### src/hdl/lge_pkg.sv
// types and constants shared by the life generation engine
// no dependencies; used by lge_window and life_generation_engine
`timescale 1ns / 1ps
`default_nettype none

package lge_pkg;

  // command codes carried in the cmd field
  typedef enum logic [1:0] {
    CMD_WRITE = 2'd0,
    CMD_STEP  = 2'd1,
    CMD_CLEAR = 2'd2,
    CMD_READ  = 2'd3
  } cmd_t;

  // sequencer states
  typedef enum logic [3:0] {
    S_INIT,
    S_IDLE,
    S_WR_MOD,
    S_RD_PICK,
    S_CLEAR,
    S_FETCH,
    S_WAIT,
    S_CALC,
    S_WB,
    S_END,
    S_DONE
  } state_t;

  // control from the sequencer to the window unit
  typedef struct packed {
    logic load;       // shift a fresh row into the window
    logic rotate;     // evaluate one cell and rotate the rows
    logic clear_cnt;  // restart the live tally
  } win_ctrl_t;

  localparam int GEN_W   = 32;
  localparam int ALIVE_W = 12;

  localparam logic [ALIVE_W-1:0] ALIVE_MAX = 12'd4095;

  // b3/s23 neighbor counts
  localparam logic [3:0] BIRTH_N   = 4'd3;
  localparam logic [3:0] SURVIVE_N = 4'd2;

endpackage

`default_nettype wire

### src/hdl/lge_window.sv
// three-row window: rotates rows past fixed taps, applies b3/s23 per cell
// depends on lge_pkg; instantiated by life_generation_engine
`timescale 1ns / 1ps
`default_nettype none

module lge_window #(
  parameter int W  = 64,
  parameter int LW = 12
) (
  input  wire logic             clk,
  input  wire lge_pkg::win_ctrl_t ctrl,
  input  wire logic [W-1:0]     row_in,
  output logic      [W-1:0]     row_out,
  output logic      [LW-1:0]    live_total
);

  logic [W-1:0] up;
  logic [W-1:0] mid;
  logic [W-1:0] dn;
  logic [3:0]   nbr;
  logic         alive;

  // neighbor taps: left at top bit, center at bit 0, right at bit 1
  assign nbr = 4'(up[W-1]) + 4'(up[0]) + 4'(up[1])
             + 4'(mid[W-1]) + 4'(mid[1])
             + 4'(dn[W-1]) + 4'(dn[0]) + 4'(dn[1]);

  assign alive = (nbr == lge_pkg::BIRTH_N) || (mid[0] && (nbr == lge_pkg::SURVIVE_N));

  // row window: shift in on load, rotate right on each evaluated cell
  always_ff @(posedge clk) begin
    if (ctrl.load) begin
      up  <= mid;
      mid <= dn;
      dn  <= row_in;
    end else if (ctrl.rotate) begin
      up  <= {up[0], up[W-1:1]};
      mid <= {mid[0], mid[W-1:1]};
      dn  <= {dn[0], dn[W-1:1]};
    end
  end

  // result row fills from the top, cell zero lands at bit 0
  always_ff @(posedge clk) begin
    if (ctrl.rotate) begin
      row_out <= {alive, row_out[W-1:1]};
    end
  end

  // live tally over one generation
  always_ff @(posedge clk) begin
    if (ctrl.clear_cnt) begin
      live_total <= '0;
    end else if (ctrl.rotate && alive) begin
      live_total <= live_total + LW'(1);
    end
  end

endmodule

`default_nettype wire

### config.mk
export PLATFORM = sky130hd
export DESIGN_NAME = lge_window
export DESIGN_NICKNAME = d
export VERILOG_FILES = /design/src/hdl/lge_pkg.sv /design/src/hdl/lge_window.sv
export SDC_FILE = /design/constraint.sdc
export NUM_CORES = 1
export LEC_CHECK = 0
export ABC_AREA = 1
export BUFFER_PORTS_ARGS = -buffer_cell sky130_fd_sc_hd__buf_4
export CORE_MARGIN = 5
export CORE_UTILIZATION = 52
export CTS_CLUSTER_DIAMETER = 150
export DETAILED_ROUTE_END_ITERATION = 6
export PLACE_DENSITY = 0.73
export SLEW_MARGIN = 10
export SYNTH_ARGS = -nofsm -noshare
export SYNTH_HDL_FRONTEND = slang
export SYNTH_SLANG_ARGS = --single-unit
export TNS_END_PERCENT = 50
### constraint.sdc
create_clock -name clk -period 5.8 [get_ports clk]
set_input_delay 0.29 -clock clk [delete_from_list [all_inputs] [get_ports clk]]
set_output_delay 0.29 -clock clk [all_outputs]
set_load 0.005 [all_outputs]
==> run_summary.xml <==
<?xml version="1.0" encoding="UTF-8"?>
<metrics>
  <group name="finish">
    <metric name="finalNetCount" unit="">1147</metric>
    <metric name="area_growth_syn_to_layout" unit="%">19.84</metric>
    <metric name="final_layout_size_suffix_gt1_share" unit="%">18.57</metric>
    <metric name="antenna_cells" unit="">0</metric>
    <metric name="finish.cell_count_without_fillers" unit="">1363</metric>
  </group>
  <group name="clock_network">
    <metric name="clk_path_buf_depth" unit="">3</metric>
    <metric name="tritoncts_clock_tree" unit="">yes</metric>
    <metric name="post_cts_buffers" unit="">0</metric>
    <metric name="clock_latency" unit="ns">0.53</metric>
    <metric name="cts-htree-levels" unit="">1</metric>
    <metric name="clk_pin_slew_worst_paths" unit="ns">0.06</metric>
    <metric name="clock_sinks" unit="">268</metric>
    <metric name="cts_inserted_buffers" unit="">29</metric>
    <metric name="cts.root.buffer_cell" unit="">sky130_fd_sc_hd__clkbuf_16</metric>
  </group>
  <group name="synth">
    <metric name="post_synth.cell_area_avg" unit="um2">11.60</metric>
    <metric name="netlist_area" unit="mm2">0.01086</metric>
    <metric name="post_synth_inst_count" unit="">936</metric>
    <metric name="synth-seq-cells" unit="">268</metric>
    <metric name="seq_area_frac_synth" unit="%">73.00</metric>
    <metric name="postSynthNetCount" unit="">1012</metric>
    <metric name="synth.yosys.warnings" unit="">0</metric>
    <metric name="synth.lib_cells_used.distinct" unit="">25</metric>
  </group>
  <group name="global_routing">
    <metric name="initial_antenna_violation_count" unit="">0</metric>
    <metric name="globalRoute.totalOverflow" unit="">0</metric>
    <metric name="grt.total_usage" unit="%">16.45</metric>
    <metric name="grt_max_degree" unit="">123</metric>
    <metric name="first_global_vias" unit="">6684</metric>
    <metric name="wire_length_of_the_first_global_routing_pass" unit="mm">32.75</metric>
  </group>
  <group name="detailed_routing">
    <metric name="wirelength" unit="mm">19.97</metric>
    <metric name="via_per_inst" unit="">5.003</metric>
    <metric name="initial_drt_pass_iterations" unit="">5</metric>
    <metric name="dr_total_vias" unit="">6819</metric>
    <metric name="detailedRoute.firstIterationViolations" unit="">524</metric>
    <metric name="ant_nets" unit="">0</metric>
    <metric name="wl_per_cell" unit="um">14.65</metric>
    <metric name="drcViolationCount" unit="">0</metric>
  </group>
  <group name="sta">
    <metric name="finalWorstPathRequiredPeriod" unit="ns">3.567</metric>
    <metric name="post-route-period-util" unit="%">61.51</metric>
    <metric name="final-max-slew-violation-count" unit="">0</metric>
    <metric name="skew" unit="ns">0.006860</metric>
    <metric name="finalHoldViolations" unit="">0</metric>
    <metric name="timing.setup.tns" unit="ns">0</metric>
    <metric name="worst_pin_slew" unit="ns">1.070</metric>
    <metric name="max_freq" unit="MHz">280.3</metric>
    <metric name="grt_setup_unrepaired" unit="">no</metric>
    <metric name="relSlewSlack" unit="%">28.66</metric>
    <metric name="report.final.setup_viol" unit="">0</metric>
  </group>
  <group name="hold_path">
    <metric name="hold_end" unit="">dn[21]</metric>
    <metric name="timing.hold.worst.class" unit="">primary input to flop</metric>
    <metric name="worstHoldPathCells" unit="">3</metric>
    <metric name="holdCritStartpoint" unit="">row_in[21]</metric>
  </group>
  <group name="power">
    <metric name="vdd.ir_drop.worst" unit="mV">0.2884</metric>
    <metric name="cellInternalPower" unit="mW">3.566</metric>
    <metric name="p_seq_share" unit="%">53.1</metric>
    <metric name="combinationalPowerShare" unit="%">9.7</metric>
    <metric name="p_leak" unit="nW">5.420</metric>
    <metric name="sw_frac_of_total" unit="%">22.75</metric>
    <metric name="switching_power" unit="mW">1.050</metric>
    <metric name="pwr_density_cell" unit="mW/mm2">354.7</metric>
    <metric name="pwr-share-clk" unit="%">37.1</metric>
  </group>
  <group name="critical_path">
    <metric name="critical_path_cell_with_the_highest_stage_delay" unit="">sky130_fd_sc_hd__fa_1</metric>
    <metric name="cp.arrival" unit="ns">3.98</metric>
    <metric name="cp_slowest_stage_delay" unit="ns">0.49</metric>
    <metric name="worst-setup-path-type" unit="">flop to flop</metric>
    <metric name="crit_required" unit="ns">6.22</metric>
    <metric name="ordered_cell_list_for_the_critical_path" unit="">inv_1 -&gt; fa_1 -&gt; fa_1 -&gt; fa_1 -&gt; inv_1 -&gt; ha_1 -&gt; fa_1 -&gt; o21ai_1 -&gt; nor2_2 -&gt; nand3_1 -&gt; o21ai_1 -&gt; nor2_1</metric>
    <metric name="launch_point_of_the_worst_reg_to_reg_path" unit="">mid[1]</metric>
    <metric name="reg2reg_depth" unit="">12</metric>
    <metric name="startpoint_type_of_the_worst_setup_path" unit="">flop</metric>
    <metric name="timing.reg2reg.setup_slack" unit="ns">2.23</metric>
    <metric name="worst_path_fanout_max" unit="">12</metric>
    <metric name="type_of_destination_of_the_critical_path" unit="">flop</metric>
    <metric name="critPathMostFrequentCell" unit="">sky130_fd_sc_hd__fa_1</metric>
    <metric name="reg2reg_to" unit="">live_total[6]</metric>
  </group>
  <group name="floorplan">
    <metric name="initial_core_util" unit="%">53.15</metric>
    <metric name="design.core.area" unit="mm2">0.02043</metric>
    <metric name="die_area" unit="mm2">0.02387</metric>
    <metric name="die_width" unit="um">154.5</metric>
    <metric name="placementRows" unit="">52</metric>
    <metric name="die_height" unit="um">154.5</metric>
    <metric name="boundaryPins" unit="">144</metric>
  </group>
  <group name="outcome">
    <metric name="outcome" unit="">completed</metric>
  </group>
  <group name="placement">
    <metric name="place_congestion" unit="">0.7846</metric>
    <metric name="place_hpwl" unit="mm">12.63</metric>
    <metric name="numPlacedInstances" unit="">1309</metric>
    <metric name="buffer_ports.inserted" unit="">143</metric>
  </group>
  <group name="job">
    <metric name="max_cap_violations" unit="">0</metric>
  </group>
</metrics>
==> Yosys cell counts <==
master / n / area share (%)
sky130_fd_sc_hd__nand3_1: 4 / 0.18
sky130_fd_sc_hd__nand2_2: 4 / 0.23
sky130_fd_sc_hd__nor2_2: 4 / 0.23
sky130_fd_sc_hd__nor2_4: 2 / 0.21
sky130_fd_sc_hd__buf_4: 2 / 0.14
sky130_fd_sc_hd__clkbuf_1: 16 / 0.55
sky130_fd_sc_hd__ha_1: 4 / 0.46
sky130_fd_sc_hd__nand3b_1: 3 / 0.21
sky130_fd_sc_hd__xnor2_1: 2 / 0.16
sky130_fd_sc_hd__fa_1: 4 / 0.74
sky130_fd_sc_hd__o21ai_1: 4 / 0.18
sky130_fd_sc_hd__nor2_1: 8 / 0.28
sky130_fd_sc_hd__a21oi_1: 9 / 0.41
sky130_fd_sc_hd__edfxtp_1: 256 / 71
sky130_fd_sc_hd__dfxtp_1: 12 / 2.2
sky130_fd_sc_hd__buf_6: 1 / 0.10
sky130_fd_sc_hd__nand2_1: 356 / 12
sky130_fd_sc_hd__xor2_1: 2 / 0.16
sky130_fd_sc_hd__inv_2: 2 / 0.069
sky130_fd_sc_hd__buf_2: 26 / 1.2
sky130_fd_sc_hd__nand4_1: 2 / 0.12
sky130_fd_sc_hd__o21ai_0: 130 / 6.0
sky130_fd_sc_hd__nand3_2: 1 / 0.092
sky130_fd_sc_hd__inv_1: 79 / 2.7
sky130_fd_sc_hd__a21oi_2: 3 / 0.24
==> state kept, by name (all words and copies together), names as in the netlist <==
| register | flops |
|---|---|
| dn | 64 |
| row_out | 64 |
| up | 64 |
| live_total | 12 |
| mid | 64 |
==> per-layer routing <==
metal  part of all wire, %  GRT usage (%)
met5                     0              0
met4                   1.9          4.121
met3                   5.4          3.129
met2                    47          26.25
met1                    45          23.63
==> through the flow <==
stage	total power [mW]	hold slack (ns)	utilization, %	instance area (um2)	worst slack [ns]
floorplan	2.766	0.4025	-	10860	0.2800
global placement	2.913	0.4282	59.32	12120	2.334
detailed placement	2.947	0.4326	59.32	12120	2.229
CTS	4.672	0.005398	63.70	13010	2.226
global route	4.831	0.01445	63.70	13010	2.062
finish	4.616	0.02865	63.70	13010	2.233
==> repair_timing <==
item                                   in CTS  in global routing
setup endpoints to repair                   0                  0
hold buffers                                1                  0
endpoints found under the hold margin       3                  0
gates resized for setup                     0                  0
==> power by group through the flow <==
stage / logic (mW) / clock network (mW) / registers, mW
after floorplan: 0.284 / 0 / 2.48
after global placement: 0.430 / 0 / 2.48
after detailed placement: 0.455 / 0 / 2.49
after CTS: 0.457 / 1.76 / 2.46
after global routing: 0.521 / 1.83 / 2.48
final: 0.449 / 1.71 / 2.45
==> layout by cell type, fill, tap and decap left out, drive strengths merged, types with 3 or more instances in the layout <==
master	instances
nand2	360
edfxtp	256
buf	148
o21ai	134
inv	81
clkbuf	41
nor2	14
dfxtp	12
a21oi	12
clkinv	10
nand3	5
fa	4
ha	4
nand3b	3
==> worst max path at each step <==
stage,to,from,depth (start not counted)
after floorplan,dn[0],ctrl[2],5
after global placement,live_total[6],up[0],12
after detailed placement,live_total[6],mid[1],12
after CTS,live_total[6],mid[1],12
after global routing,live_total[8],mid[1],12
final,live_total[6],mid[1],12
==> cell type report <==
class,instances,area [um2]
clock inverters,12,105.1
inverters,81,306.5
repair buffers,149,1137
flip-flops and latches,268,7928
multi-input cells,542,2419
clock buffers,41,780.7
well taps,270,337.8
fillers,1625,7416
==> cell families after synthesis <==
group | count (synthesis) | share of synthesized area [%]
AOI/OAI and AO/OA | 146 | 6.833
xor gates and xnor gates | 4 | 0.3227
adders and majority gates | 8 | 1.198
buffers and inverters | 126 | 4.793
DFF | 268 | 73.00
and+or+nand+nor | 384 | 13.85
==> worst max-delay path, delay by kind of cell (launching register included) <==
| family | cells | cell delay (ns) |
|---|---|---|
| buf+inv | 2 | 0.16 |
| fa+ha+maj | 5 | 2.08 |
| compound gates | 2 | 0.33 |
| simple gates | 3 | 0.52 |
| flops | 1 | 0.37 |
No activity file was read; power rests on OpenSTA's default activity.
